===== src/hw/rtl/rc6pwd_pkg.sv =====
// ----------------------------------------------------------------------------
// rc6pwd_pkg
// Shared constants, status codes and the result record of the RC6 decoder.
// ----------------------------------------------------------------------------
package rc6pwd_pkg;

	localparam int unsigned WidthBits   = 16;
	localparam int unsigned FrameBits   = 21;
	localparam int unsigned CountBits   = 5;
	localparam int unsigned UnitBits    = 3;

	localparam logic [CountBits-1:0] FRAME_LAST_BIT = 5'd20;
	localparam logic [CountBits-1:0] FRAME_TOTAL    = 5'd21;
	localparam logic [CountBits-1:0] TRAILER_INDEX  = 5'd4;

	localparam logic [UnitBits-1:0] LEN_NORMAL  = 3'd2;
	localparam logic [UnitBits-1:0] LEN_TRAILER = 3'd4;

	localparam logic [WidthBits-1:0] HALF_MIN_RESET = 16'd356;
	localparam logic [WidthBits-1:0] HALF_MAX_RESET = 16'd534;

	// Configuration register indexes.
	localparam logic CFG_HALF_MIN = 1'b0;
	localparam logic CFG_HALF_MAX = 1'b1;

	// Result status codes.
	localparam logic [1:0] ST_OK    = 2'd0;
	localparam logic [1:0] ST_WIDTH = 2'd1;
	localparam logic [1:0] ST_SHORT = 2'd2;

	typedef struct packed {
		logic [7:0] address;
		logic [7:0] command;
		logic [2:0] mode;
		logic       toggle;
		logic [1:0] status;
	} result_t;

endpackage


===== src/hw/rtl/rc6pwd_classify.sv =====
// ----------------------------------------------------------------------------
// rc6pwd_classify
// Maps a pulse width onto one, two or three half-bit units, or zero if none.
// ----------------------------------------------------------------------------
module rc6pwd_classify
	import rc6pwd_pkg::*;
(
	input  logic [WidthBits-1:0] width,
	input  logic [WidthBits-1:0] half_min,
	input  logic [WidthBits-1:0] half_max,
	output logic [1:0]           units
);

	logic [WidthBits+1:0] w_ext;
	logic [WidthBits+1:0] min1;
	logic [WidthBits+1:0] max1;
	logic [WidthBits+1:0] min2;
	logic [WidthBits+1:0] max2;
	logic [WidthBits+1:0] min3;
	logic [WidthBits+1:0] max3;

	always_comb begin
		w_ext = {2'b00, width};
		min1  = {2'b00, half_min};
		max1  = {2'b00, half_max};
		min2  = {1'b0, half_min, 1'b0};
		max2  = {1'b0, half_max, 1'b0};
		min3  = min1 + min2;
		max3  = max1 + max2;
		// Windows are tried from the narrowest up; the first match wins.
		if (w_ext >= min1 && w_ext <= max1) begin
			units = 2'd1;
		end else if (w_ext >= min2 && w_ext <= max2) begin
			units = 2'd2;
		end else if (w_ext >= min3 && w_ext <= max3) begin
			units = 2'd3;
		end else begin
			units = 2'd0;
		end
	end

endmodule


===== src/hw/rtl/rc6pwd_core.sv =====
// ----------------------------------------------------------------------------
// rc6pwd_core
// Input register, frame state and the per-pulse Manchester unit decoding.
// ----------------------------------------------------------------------------
module rc6pwd_core
	import rc6pwd_pkg::*;
(
	input  logic                 clk,
	input  logic                 arst_n,
	input  logic                 in_valid,
	output logic                 in_ready,
	input  logic [WidthBits-1:0] in_width,
	input  logic                 in_level,
	input  logic                 in_start,
	input  logic                 in_end,
	input  logic [WidthBits-1:0] half_min,
	input  logic [WidthBits-1:0] half_max,
	input  logic                 res_free,
	output logic                 res_valid,
	output result_t              res
);

	logic                 valid_s1;
	logic [WidthBits-1:0] width_s1;
	logic                 level_s1;
	logic                 start_s1;
	logic                 end_s1;

	logic [FrameBits-1:0] bits_q;
	logic [CountBits-1:0] cnt_q;
	logic [UnitBits-1:0]  hu_q;
	logic                 fhl_q;
	logic                 active_q;

	logic [FrameBits-1:0] n_bits;
	logic [CountBits-1:0] n_cnt;
	logic [UnitBits-1:0]  n_hu;
	logic                 n_fhl;
	logic                 n_active;
	logic                 emit;
	logic                 done;
	logic [1:0]           st;
	logic [UnitBits-1:0]  len;
	logic [1:0]           units;
	logic                 advance;

	rc6pwd_classify u_classify (
		.width    (width_s1),
		.half_min (half_min),
		.half_max (half_max),
		.units    (units)
	);

	assign advance  = valid_s1 && res_free;
	assign in_ready = !valid_s1 || res_free;

	always_comb begin
		n_bits   = bits_q;
		n_cnt    = cnt_q;
		n_hu     = hu_q;
		n_fhl    = fhl_q;
		n_active = active_q;
		emit     = 1'b0;
		done     = 1'b0;
		st       = ST_OK;
		len      = LEN_NORMAL;
		if (start_s1) begin
			n_bits   = '0;
			n_cnt    = '0;
			n_hu     = '0;
			n_fhl    = 1'b0;
			n_active = 1'b1;
		end
		if (n_active) begin
			if (end_s1) begin
				// A frame end right after the first half of the last bit completes it.
				if (n_cnt == FRAME_LAST_BIT && n_hu == 3'd1) begin
					n_bits = {n_bits[FrameBits-2:0], n_fhl};
					n_cnt  = n_cnt + 5'd1;
					n_hu   = '0;
					st     = ST_OK;
				end else begin
					st = ST_SHORT;
				end
				emit = 1'b1;
			end else if (units == 2'd0) begin
				st   = ST_WIDTH;
				emit = 1'b1;
			end else begin
				for (int k = 0; k < 3; k++) begin
					if (k < int'(units) && !done) begin
						if (n_hu == 3'd0) begin
							n_fhl = level_s1;
						end
						n_hu = n_hu + 3'd1;
						len  = (n_cnt == TRAILER_INDEX) ? LEN_TRAILER : LEN_NORMAL;
						if (n_hu >= len) begin
							n_bits = {n_bits[FrameBits-2:0], n_fhl};
							n_cnt  = n_cnt + 5'd1;
							n_hu   = '0;
							if (n_cnt >= FRAME_TOTAL) begin
								st   = ST_OK;
								emit = 1'b1;
								done = 1'b1;
							end
						end
					end
				end
			end
			if (emit) begin
				n_active = 1'b0;
			end
		end
	end

	always_ff @(posedge clk or negedge arst_n) begin
		if (!arst_n) begin
			valid_s1 <= 1'b0;
			bits_q   <= '0;
			cnt_q    <= '0;
			hu_q     <= '0;
			fhl_q    <= 1'b0;
			active_q <= 1'b0;
		end else begin
			if (in_ready) begin
				valid_s1 <= in_valid;
			end
			if (advance) begin
				bits_q   <= n_bits;
				cnt_q    <= n_cnt;
				hu_q     <= n_hu;
				fhl_q    <= n_fhl;
				active_q <= n_active;
			end
		end
	end

	always_ff @(posedge clk) begin
		if (in_ready && in_valid) begin
			width_s1 <= in_width;
			level_s1 <= in_level;
			start_s1 <= in_start;
			end_s1   <= in_end;
		end
	end

	always_comb begin
		res_valid = advance && emit;
		if (st == ST_OK) begin
			res.address = n_bits[15:8];
			res.command = n_bits[7:0];
			res.mode    = n_bits[19:17];
			res.toggle  = n_bits[16];
		end else begin
			res.address = '0;
			res.command = '0;
			res.mode    = '0;
			res.toggle  = 1'b0;
		end
		res.status = st;
	end

endmodule


===== src/hw/rtl/rc6pwd_out_reg.sv =====
// ----------------------------------------------------------------------------
// rc6pwd_out_reg
// Result register that holds one decoded frame until the sink takes it.
// ----------------------------------------------------------------------------
module rc6pwd_out_reg
	import rc6pwd_pkg::*;
(
	input  logic    clk,
	input  logic    arst_n,
	input  logic    res_valid,
	input  result_t res,
	output logic    res_free,
	output logic    out_valid,
	input  logic    out_ready,
	output result_t out_res
);

	logic    valid_q;
	result_t data_q;

	assign res_free  = !valid_q || out_ready;
	assign out_valid = valid_q;
	assign out_res   = data_q;

	always_ff @(posedge clk or negedge arst_n) begin
		if (!arst_n) begin
			valid_q <= 1'b0;
		end else if (res_free) begin
			valid_q <= res_valid;
		end
	end

	always_ff @(posedge clk) begin
		if (res_free && res_valid) begin
			data_q <= res;
		end
	end

endmodule


===== src/hw/rtl/rc6_pulse_width_decoder.sv =====
// Path: an accepted pulse passes the input register, then the result register.
// Throughput: one pulse per cycle; the input register and the result register
// each advance when the result register is empty or its request is taken.
// Reset: arst_n clears the frame state and the valid flags at once and loads
// the half-bit window registers with 356 and 534 microseconds.
// ----------------------------------------------------------------------------
// rc6_pulse_width_decoder
// RC6 mode-0 infrared decoder that turns captured pulse widths into frames.
// ----------------------------------------------------------------------------
module rc6_pulse_width_decoder
	import rc6pwd_pkg::*;
(
	input  logic        clk,
	input  logic        arst_n,
	input  logic        cfg_we,
	input  logic        cfg_index,
	input  logic [15:0] cfg_data,
	input  logic        s_tvalid,
	output logic        s_tready,
	input  logic [23:0] s_tdata,  // [15:0] pulse_width, [16] pin_level, rest zero
	input  logic        s_tuser,  // [0] frame_start
	input  logic        s_tlast,  // frame_end
	output logic        m_tvalid,
	input  logic        m_tready,
	output logic [23:0] m_tdata   // [7:0] address, [15:8] command, [18:16] mode,
	                              // [19] toggle, [21:20] status, rest zero
);

	logic [WidthBits-1:0] half_min_q;
	logic [WidthBits-1:0] half_max_q;
	logic                 res_valid;
	logic                 res_free;
	result_t              res;
	result_t              out_res;

	always_ff @(posedge clk or negedge arst_n) begin
		if (!arst_n) begin
			half_min_q <= HALF_MIN_RESET;
			half_max_q <= HALF_MAX_RESET;
		end else if (cfg_we) begin
			case (cfg_index)
				CFG_HALF_MIN: half_min_q <= cfg_data;
				CFG_HALF_MAX: half_max_q <= cfg_data;
				default: ;
			endcase
		end
	end

	rc6pwd_core u_core (
		.clk       (clk),
		.arst_n    (arst_n),
		.in_valid  (s_tvalid),
		.in_ready  (s_tready),
		.in_width  (s_tdata[15:0]),
		.in_level  (s_tdata[16]),
		.in_start  (s_tuser),
		.in_end    (s_tlast),
		.half_min  (half_min_q),
		.half_max  (half_max_q),
		.res_free  (res_free),
		.res_valid (res_valid),
		.res       (res)
	);

	rc6pwd_out_reg u_out_reg (
		.clk       (clk),
		.arst_n    (arst_n),
		.res_valid (res_valid),
		.res       (res),
		.res_free  (res_free),
		.out_valid (m_tvalid),
		.out_ready (m_tready),
		.out_res   (out_res)
	);

	assign m_tdata = {2'b00, out_res.status, out_res.toggle, out_res.mode,
	                  out_res.command, out_res.address};

endmodule

===== config.mk =====
export PLATFORM = sky130hd
export DESIGN_NAME = rc6_pulse_width_decoder
export DESIGN_NICKNAME = d
export VERILOG_FILES = /design/src/hw/rtl/rc6pwd_pkg.sv /design/src/hw/rtl/rc6pwd_classify.sv /design/src/hw/rtl/rc6pwd_core.sv /design/src/hw/rtl/rc6pwd_out_reg.sv /design/src/hw/rtl/rc6_pulse_width_decoder.sv
export SDC_FILE = /design/constraint.sdc
export NUM_CORES = 1
export LEC_CHECK = 0
export BUFFER_PORTS_ARGS = -buffer_cell sky130_fd_sc_hd__buf_2
export CORE_UTILIZATION = 32
export CTS_CLUSTER_DIAMETER = 120
export CTS_CLUSTER_SIZE = 25
export DETAILED_ROUTE_END_ITERATION = 10
export PLACE_DENSITY = 0.56
export SYNTH_ARGS = -nofsm -noshare
export SYNTH_HDL_FRONTEND = slang
export SYNTH_SLANG_ARGS = --single-unit

===== constraint.sdc =====
create_clock -name clk -period 10.7 [get_ports clk]
set_input_delay 0.535 -clock clk [delete_from_list [all_inputs] [get_ports clk]]
set_output_delay 0.535 -clock clk [all_outputs]
set_load 0.02 [all_outputs]

==> impl_metrics.py, run 1 <==
metrics = {
    "synthesis": {
        "ys_seq_area_frac": 0.268,
        "synth_ff_type": "dfrtp_1",
        "ys_warn_count": 0,
        "ys_ff_latch": 105,
        "async_reset_ff_frac": 0.610,
        "synth-edff-count": 41,
        "syn_area_sq_um": 10600,
        "avgSynthCellArea_sq_um": 8.68,
        "synth.distinct_cells": 97,
        "syn_inst": 1220,
    },
    "critical_path": {
        "worst-path-max-fanout": 22,
        "cpLargestDelayFamily": "compound AO/OA/AOI/OAI gates",
        "crit_path_top_delay_cell": "dfstp_2",
        "critical_path_buf_inv_count": 3,
        "cpMostUsedCell": "ha_1",
        "slowest_delay_ns": 0.57,
        "worst-setup-path-type": "flip-flop to flip-flop",
        "startpoint_type": "flip-flop",
        "cp.arrival_ns": 9.34,
        "endpoint_kind": "flip-flop",
        "required_ns": 10.78,
    },
    "final_layout": {
        "final_cell_mix": "ha_1, nand2_1, a21oi_1",
        "mostFrequentLayoutCell": "ha_1",
        "area_delta_synth_final_pct": 10.2,
        "antennaDiodeCount": 0,
        "nNetsFinal": 1464,
        "fillers": 3405,
        "drive_gt1_frac": 0.135,
    },
    "sta": {
        "fmax_mhz": 108,
        "finalWorstSetupSlack_ns": 1.44,
        "final_max_slew_viol_count": 0,
        "fin_crit_ns": 9.26,
        "rsz0062_at_grt": "no",
        "finalSetupViolCount": 0,
        "slew_headroom": 0.217,
        "skew_ns": 0.0156,
        "period_share": 0.866,
        "finalSetupTns_ns": 0,
        "tightest_slew_ns": 1.17,
        "report.final.hold_viol_count": 0,
    },
    "floorplan": {
        "initial_core_util": 0.325,
        "core_area_sq_um": 32500,
        "die_h_um": 184,
        "core.rowCount": 66,
        "die_x_um": 184,
        "dieArea_sq_um": 33800,
        "ios": 74,
    },
    "placed_design": {
        "dp_hpwl_um": 23400,
        "gp_congestion": 0.855,
        "place_ws_ns": 1.50,
        "port_buffers": 64,
    },
    "detailed_routing": {
        "vias": 9451,
        "drtIter0Drc": 649,
        "drt-pass1-iter-count": 5,
        "drc_errors": 0,
        "ant_nets": 0,
        "wl_per_cell_um": 18.0,
        "drt-total-wl_um": 30900,
        "routed_via_density": 5.51,
    },
    "global_route": {
        "overflow": 0,
        "grt_pass1_vias": 9355,
        "grt_pass1_wl_um": 50000,
        "grt_max_degree": 48,
        "track_usage": 0.188,
        "antenna_found_initial": 0,
    },
    "clock_network": {
        "postCtsSetupBuffers": 0,
        "hold_buffers": 0,
        "htreeDepth": 3,
        "cts_sinks": 105,
        "clock_path_buffers": 2,
        "ctsResizeCount": 0,
        "cts_root_buffer": "clkbuf_16",
        "cts_inserted_buffers": 9,
        "worstSkewPairLatency_ns": 0.38,
        "tritoncts": "yes",
        "path_clk_slew_ns": 0.08,
    },
    "hold_path": {
        "hold_class": "input pin to asynchronous set/reset pin",
    },
    "power": {
        "vdd.ir_drop.worst_v": 0.0000942,
        "p_leak_nw": 5.08,
        "p_per_area_nw_per_um2": 202,
    },
    "outcome": {
        "status": "finished, final reports clean",
    },
    "flow_run": {
        "maxCapViolCount": 0,
    },
}
-- final timing paths --
kind | start | to | slack (ns) | depth (start not counted)
setup reg to reg | half_min_q[2] | u_out_reg.out_res[9] | 1.44 | 39
hold reg to reg | u_core.hu_q[0] | u_core.hu_q[0] | 0.55 | 1
min in group clk | s_tuser | u_core.start_s1 | 0.33 | 1
setup / recovery | half_min_q[2] | u_out_reg.out_res[9] | 1.44 | 39
hold / removal | arst_n | u_core.bits_q[16] | 0.03 | 1
max in group asynchronous | arst_n | half_min_q[4] | 9.66 | 2
-- cell families after synthesis --
kind of cell / Yosys count / share of synthesized area
buffers and inverters: 116 / 0.0454
DFF: 105 / 0.268
adders and majority gates: 149 / 0.177
AOI/OAI and AO/OA: 371 / 0.243
muxes: 65 / 0.0650
and+or+nand+nor: 376 / 0.170
xor gates and xnor gates: 37 / 0.0306
other: 1 / 0.000354
-- sequential cells by signal (all words and copies together), names as in the netlist, 3 cells and up --
name	cells
u_out_reg.out_res	22
half_min_q	16
u_core.width_s1	16
u_core.bits_q	20
u_core.hu_q	3
u_core.cnt_q	5
half_max_q	16
-- metal layers --
layer | track usage | routed length [um] | vias up
met3 | 0.0212 | 1240 | 31
met1 | 0.255 | 14500 | 4548
met5 | 0 | 0 | -
met2 | 0.313 | 14600 | 201
met4 | 0.0577 | 574 | 0
li1 | - | - | 4671
-- power breakdown --
group	total [W]	switching (W)	leakage [nW]	internal [W]
clock	0.000341	0.000179	0.137	0.000161
sequential	0.000612	0.000106	1.19	0.000506
combinational	0.00140	0.000847	3.75	0.000554
total	0.00235	0.00113	5.08	0.00122
-- per-stage QoR --
stage,util,hold WS [ns],power (W),instances,area (sq um)
2_1_floorplan,-,0.239,0.00166,1221,10600
3_5_place_dp,0.350,0.438,0.00200,1698,11400
4_1_cts,0.359,0.0279,0.00235,1714,11700
3_3_place_gp,0.350,0.438,0.00198,1698,11400
5_1_grt,0.359,0.0407,0.00256,1714,11700
6_report,0.359,0.0287,0.00235,1714,11700
-- final cells by class --
class	count	area, sq um	area share
Tap cell	442	553	0.0474
Inverter	70	263	0.0225
Timing Repair Buffer	81	450	0.0386
Sequential cell	105	2840	0.244
Clock buffer	9	225	0.0193
Multi-Input combinational cell	1000	7290	0.624
Clock inverter	7	52.6	0.00450
-- synthesized netlist by cell type, types with 14 or more instances --
library cell	instances	area share
o21ai_0	60	0.028
dfrtp_1	56	0.13
nor3_1	22	0.010
xor2_1	19	0.016
mux2_2	26	0.028
nand2_1	113	0.040
o21ai_1	21	0.0099
inv_1	70	0.025
nand3_1	57	0.027
mux2i_1	38	0.036
a21oi_1	89	0.042
nor2_1	83	0.029
ha_1	147	0.17
clkbuf_1	30	0.011
o211ai_1	19	0.013
xnor2_1	18	0.015
and3_1	15	0.0089
a22oi_1	14	0.0099
a21o_1	25	0.018
edfxtp_1	41	0.12
nand4_1	23	0.014
Power figures use the tool's default switching activity.
==> run 2: changes to the inputs <==
==> constraint.sdc (replaced) <==
create_clock -name clk -period 10.4 [get_ports clk]
set_input_delay 0.52 -clock clk [delete_from_list [all_inputs] [get_ports clk]]
set_output_delay 0.52 -clock clk [all_outputs]
set_load 0.02 [all_outputs]
==> impl_metrics.py, run 2 (synthesis results as in run 1) <==
metrics = {
    "outcome": {
        "status": "finished, final reports clean",
    },
    "detailed_routing": {
        "ant_nets": 0,
        "vias": 9480,
        "drt-pass1-iter-count": 6,
        "wl_per_cell_um": 17.9,
        "routed_via_density": 5.53,
        "drc_errors": 0,
        "drtIter0Drc": 687,
        "drt-total-wl_um": 30700,
    },
    "final_layout": {
        "largest_reg_flops": 22,
        "fin_util": 0.359,
        "mostFrequentLayoutCell": "ha_1",
        "ff_latch_area_sq_um": 2840,
        "final_cell_count_no_fill": 1713,
        "final_cell_mix": "ha_1, nand2_1, a21oi_1",
        "fillers": 3422,
        "drive_gt1_frac": 0.134,
        "area_delta_synth_final_pct": 10.4,
        "nNetsFinal": 1463,
        "multi_input_area_sq_um": 7290,
        "antennaDiodeCount": 0,
        "fin_area_sq_um": 11700,
    },
    "hold_path": {
        "hold_class": "input pin to asynchronous set/reset pin",
    },
    "clock_network": {
        "cts_sinks": 105,
        "hold_buffers": 0,
        "cts_inserted_buffers": 9,
        "clock_path_buffers": 2,
        "htreeDepth": 3,
        "postCtsSetupBuffers": 0,
        "tritoncts": "yes",
        "cts_root_buffer": "clkbuf_16",
        "worstSkewPairLatency_ns": 0.38,
        "ctsResizeCount": 0,
        "path_clk_slew_ns": 0.08,
    },
    "global_route": {
        "grt_pass1_wl_um": 49300,
        "gr-usage-met1": 0.246,
        "antenna_found_initial": 0,
        "grt_max_degree": 41,
        "grt.met2_usage": 0.304,
        "met3_usage": 0.0335,
        "track_usage": 0.187,
        "grt_pass1_vias": 9273,
        "top_usage_layer": "met2",
        "overflow": 0,
    },
    "sta": {
        "fin_hold_ws_ns": 0.0645,
        "skew_ns": 0.0115,
        "period_share": 0.883,
        "fmax_mhz": 109,
        "fin_crit_ns": 9.19,
        "finalSetupViolCount": 0,
        "rsz0062_at_grt": "no",
        "report.final.hold_viol_count": 0,
        "final_max_slew_viol_count": 0,
        "tightest_slew_ns": 1.14,
        "finalSetupTns_ns": 0,
        "slew_headroom": 0.237,
    },
    "placed_design": {
        "dp.cells": 1697,
        "placed_cell_area_sq_um": 11400,
        "port_buffers": 64,
        "dp_hpwl_um": 23300,
        "gp_congestion": 0.854,
    },
    "critical_path": {
        "cpMostUsedCell": "ha_1",
        "crit_path_top_delay_cell": "dfstp_2",
        "worst-setup-path-type": "flip-flop to flip-flop",
        "startpoint_type": "flip-flop",
        "endpoint_kind": "flip-flop",
        "r2r_cells": 38,
        "slowest_delay_ns": 0.57,
        "cp.arrival_ns": 9.39,
        "worst-path-max-fanout": 32,
        "r2r_end": "u_out_reg.out_res[12]",
        "required_ns": 10.60,
        "reg2reg_slack_ns": 1.21,
        "r2r-start": "half_min_q[2]",
    },
    "floorplan": {
        "core_area_sq_um": 32500,
        "core.rowCount": 66,
        "initial_core_util": 0.325,
        "die_h_um": 184,
        "ios": 74,
        "die_x_um": 184,
        "dieArea_sq_um": 33800,
    },
    "power": {
        "vdd.ir_drop.worst_v": 0.000149,
        "p_leak_nw": 5.08,
        "p_per_area_nw_per_um2": 208,
    },
    "flow_run": {
        "maxCapViolCount": 0,
    },
}
run 2: cell count changes in the layout (fill, tap and decap cells not counted):
cell | before | now
buf_4 | 18 | 16
inv_8 | 2 | 0
buf_12 | 0 | 1
bufinv_16 | 0 | 1
clkbuf_1 | 0 | 1
clkinv_2 | 2 | 1
inv_6 | 1 | 2
run 2: metrics by stage:
stage / setup WS (ns) / power [W]
final: 1.21 / 0.00243
after floorplan: 1.12 / 0.00171
after detailed placement: 1.28 / 0.00207
after CTS: 1.21 / 0.00244
after global routing: 0.547 / 0.00265
after global placement: 1.38 / 0.00204
run 2: final cells by class:
| type | count | share of cell area |
|---|---|---|
| Clock buffer | 10 | 0.0196 |
| Clock inverter | 6 | 0.00546 |
| Inverter | 70 | 0.0225 |
| Multi-Input combinational cell | 1000 | 0.623 |
| Sequential cell | 105 | 0.243 |
| Tap cell | 442 | 0.0473 |
| Timing Repair Buffer | 80 | 0.0390 |
run 2: where the power goes:
| part | leakage, nW | total (W) | switching [W] | internal [W] |
|---|---|---|---|---|
| Combinational | 3.75 | 0.00144 | 0.000869 | 0.000572 |
| Clock | 0.141 | 0.000362 | 0.000175 | 0.000188 |
| Sequential | 1.19 | 0.000629 | 0.000108 | 0.000520 |
| Total | 5.08 | 0.00243 | 0.00115 | 0.00128 |
run 2: worst max-delay path by stage:
stage                              from  slack (ns)               endpoint
final                     half_min_q[2]        1.21  u_out_reg.out_res[12]
after global routing      half_min_q[2]        0.55  u_out_reg.out_res[12]
after CTS                 half_min_q[2]        1.21  u_out_reg.out_res[12]
after detailed placement  half_min_q[2]        1.28   u_out_reg.out_res[2]
after global placement    half_min_q[2]        1.38  u_out_reg.out_res[12]
after floorplan           half_min_q[2]        1.12   u_out_reg.out_res[0]
run 2: routing by layer:
layer  up-vias  routed length (um)
met5         -                   0
met4         0                 833
met3        50                1640
met2       264               14200
met1      4499               14100
li1       4667                   -
run 2: critical path, delay by kind of cell (launching register included):
family                   cells  cell delay (ns)
adder cells (fa/ha/maj)      5             1.44
flip-flops                   1             0.57
AO/OA/AOI/OAI               18             4.50
multiplexers                 1             0.37
buffers and inverters        2             0.35
XOR/XNOR                     2             0.33
AND/OR/NAND/NOR             10             1.45
==> run 3: changes to the inputs <==
--- a/config.mk
+++ b/config.mk
@@ -5,6 +5,7 @@
 export SDC_FILE = /design/constraint.sdc
 export NUM_CORES = 1
 export LEC_CHECK = 0
+export ABC_AREA = 1
 export BUFFER_PORTS_ARGS = -buffer_cell sky130_fd_sc_hd__buf_2
 export CORE_UTILIZATION = 32
 export CTS_CLUSTER_DIAMETER = 120
==> impl_metrics.py, run 3 <==
metrics = {
    "final_layout": {
        "largest_reg_flops": 22,
        "nNetsFinal": 1802,
        "drive_gt1_frac": 0.0814,
        "mostFrequentLayoutCell": "nand2_1",
        "antennaDiodeCount": 0,
        "final_cell_mix": "nand2_1, inv_1, ha_1",
        "fillers": 3534,
        "area_delta_synth_final_pct": 8.79,
        "final_cell_count_no_fill": 2052,
    },
    "clock_network": {
        "ctsResizeCount": 0,
        "hold_buffers": 0,
        "path_clk_slew_ns": 0.08,
        "cts_inserted_buffers": 9,
        "tritoncts": "yes",
        "postCtsSetupBuffers": 0,
        "cts_root_buffer": "clkbuf_16",
        "cts_sinks": 105,
        "htreeDepth": 3,
        "clock_path_buffers": 2,
        "worstSkewPairLatency_ns": 0.37,
    },
    "floorplan": {
        "ios": 74,
        "die_x_um": 184,
        "die_h_um": 184,
        "initial_core_util": 0.326,
        "dieArea_sq_um": 34000,
        "core_area_sq_um": 32600,
        "core.rowCount": 66,
    },
    "global_route": {
        "grt_max_degree": 65,
        "grt_pass1_wl_um": 47600,
        "antenna_found_initial": 0,
        "grt_pass1_vias": 9255,
        "overflow": 0,
        "track_usage": 0.176,
    },
    "placed_design": {
        "dp_hpwl_um": 21900,
        "gp_congestion": 0.864,
        "dp.cells": 2036,
        "port_buffers": 64,
    },
    "synthesis": {
        "syn_inst": 1570,
        "ys_top_cells_by_area": "nand2_1, ha_1, dfrtp_1",
        "synth_ff_type": "dfrtp_1",
        "ys_ff_latch": 105,
        "synthMuxAreaShare": 0,
        "synth-edff-count": 41,
        "synth_top_family_by_area": "simple AND/OR/NAND/NOR gates",
        "avgSynthCellArea_sq_um": 6.78,
        "syn_area_sq_um": 10600,
        "ys_seq_area_frac": 0.267,
        "synth.distinct_cells": 51,
        "post-synth-top-count-cell": "nand2_1",
        "synth_top_cell_by_area": "nand2_1",
        "synth_common_cells": "nand2_1, inv_1, ha_1, nand3_1, a21oi_1",
        "synth_top_cell_area_share": 0.218,
        "ys_warn_count": 0,
        "yosys.area_share.simple": 0.328,
        "async_reset_ff_frac": 0.610,
        "synth_compound_area_frac": 0.115,
        "synthAdderAreaFrac": 0.176,
        "synth_xor_area_frac": 0.0263,
    },
    "power": {
        "p_per_area_nw_per_um2": 261,
        "vdd.ir_drop.worst_v": 0.000215,
        "p_leak_nw": 6.21,
    },
    "detailed_routing": {
        "drt-total-wl_um": 28900,
        "drtIter0Drc": 687,
        "routed_via_density": 4.84,
        "wl_per_cell_um": 14.1,
        "drt-pass1-iter-count": 6,
        "drc_errors": 0,
        "vias": 9933,
        "ant_nets": 0,
    },
    "sta": {
        "final_max_slew_viol_count": 0,
        "fmax_mhz": 113,
        "report.final.hold_viol_count": 0,
        "fin_crit_ns": 8.84,
        "skew_ns": 0.0111,
        "slew_headroom": 0.208,
        "period_share": 0.850,
        "finalSetupViolCount": 0,
        "finalSetupTns_ns": 0,
        "rsz0062_at_grt": "no",
        "tightest_slew_ns": 1.19,
    },
    "hold_path": {
        "hold_class": "input pin to flip-flop",
    },
    "critical_path": {
        "reg2reg_slack_ns": 1.57,
        "worst-setup-path-type": "flip-flop to flip-flop",
        "crit_path_top_delay_cell": "inv_1",
        "cp.arrival_ns": 8.82,
        "required_ns": 10.39,
        "endpoint_kind": "flip-flop",
        "cpMostUsedCell": "nand2_1",
        "critical_path_buf_inv_count": 5,
        "slowest_delay_ns": 0.67,
        "startpoint_type": "flip-flop",
        "worst-path-max-fanout": 29,
        "cpLargestDelayFamily": "simple AND/OR/NAND/NOR gates",
    },
    "outcome": {
        "status": "finished, final reports clean",
    },
    "flow_run": {
        "maxCapViolCount": 0,
    },
}
[run 3: worst paths after layout]
check                                   endpoint     startpoint  depth (start not counted)
max in group asynchronous       u_core.bits_q[1]         arst_n                          2
hold / removal               u_core.width_s1[13]    s_tdata[13]                          1
min in group asynchronous          half_max_q[5]         arst_n                          2
setup reg to reg           u_out_reg.out_res[12]  half_max_q[0]                         46
hold reg to reg                     u_core.fhl_q   u_core.fhl_q                          2
setup / recovery           u_out_reg.out_res[12]  half_max_q[0]                         46
[run 3: cell families after synthesis]
group,count (synthesis)
AOI/OAI and AO/OA,217
xor gates and xnor gates,32
adders and majority gates,149
buffers and inverters,225
DFF,105
other,1
and+or+nand+nor,841
[run 3: stage by stage]
step	cell area (sq um)	util	hold WS, ns	worst slack (ns)	total power [W]
after floorplan	10700	-	0.224	3.49	0.00229
after global placement	11300	0.347	0.463	1.76	0.00262
after detailed placement	11300	0.347	0.469	1.58	0.00267
after CTS	11600	0.355	0.307	1.56	0.00302
after global routing	11600	0.355	0.311	0.764	0.00334
final	11600	0.355	0.323	1.57	0.00302
[run 3: cell type report]
cell class              instances  area, sq um  share of cell area
inverters                     176          662              0.0571
clock inverters                 5         33.8             0.00292
repair buffers                 72          380              0.0328
flip-flops and latches        105         2840               0.245
multi-input cells            1241         6880               0.594
well taps                     442          553              0.0477
clock buffers                  11          233              0.0201
[run 3: routing by layer]
layer | routed length (um) | track usage | vias to the layer above
met5 | 0 | 0 | -
met4 | 507 | 0.0540 | 0
met3 | 1020 | 0.0202 | 29
met2 | 12700 | 0.280 | 156
met1 | 14700 | 0.249 | 4558
li1 | - | - | 5190
[run 3: power by group]
| group | internal (W) | switching (W) |
|---|---|---|
| registers | 0.000515 | 0.0000638 |
| logic | 0.000624 | 0.00148 |
| clock network | 0.000163 | 0.000172 |
| total | 0.00130 | 0.00172 |
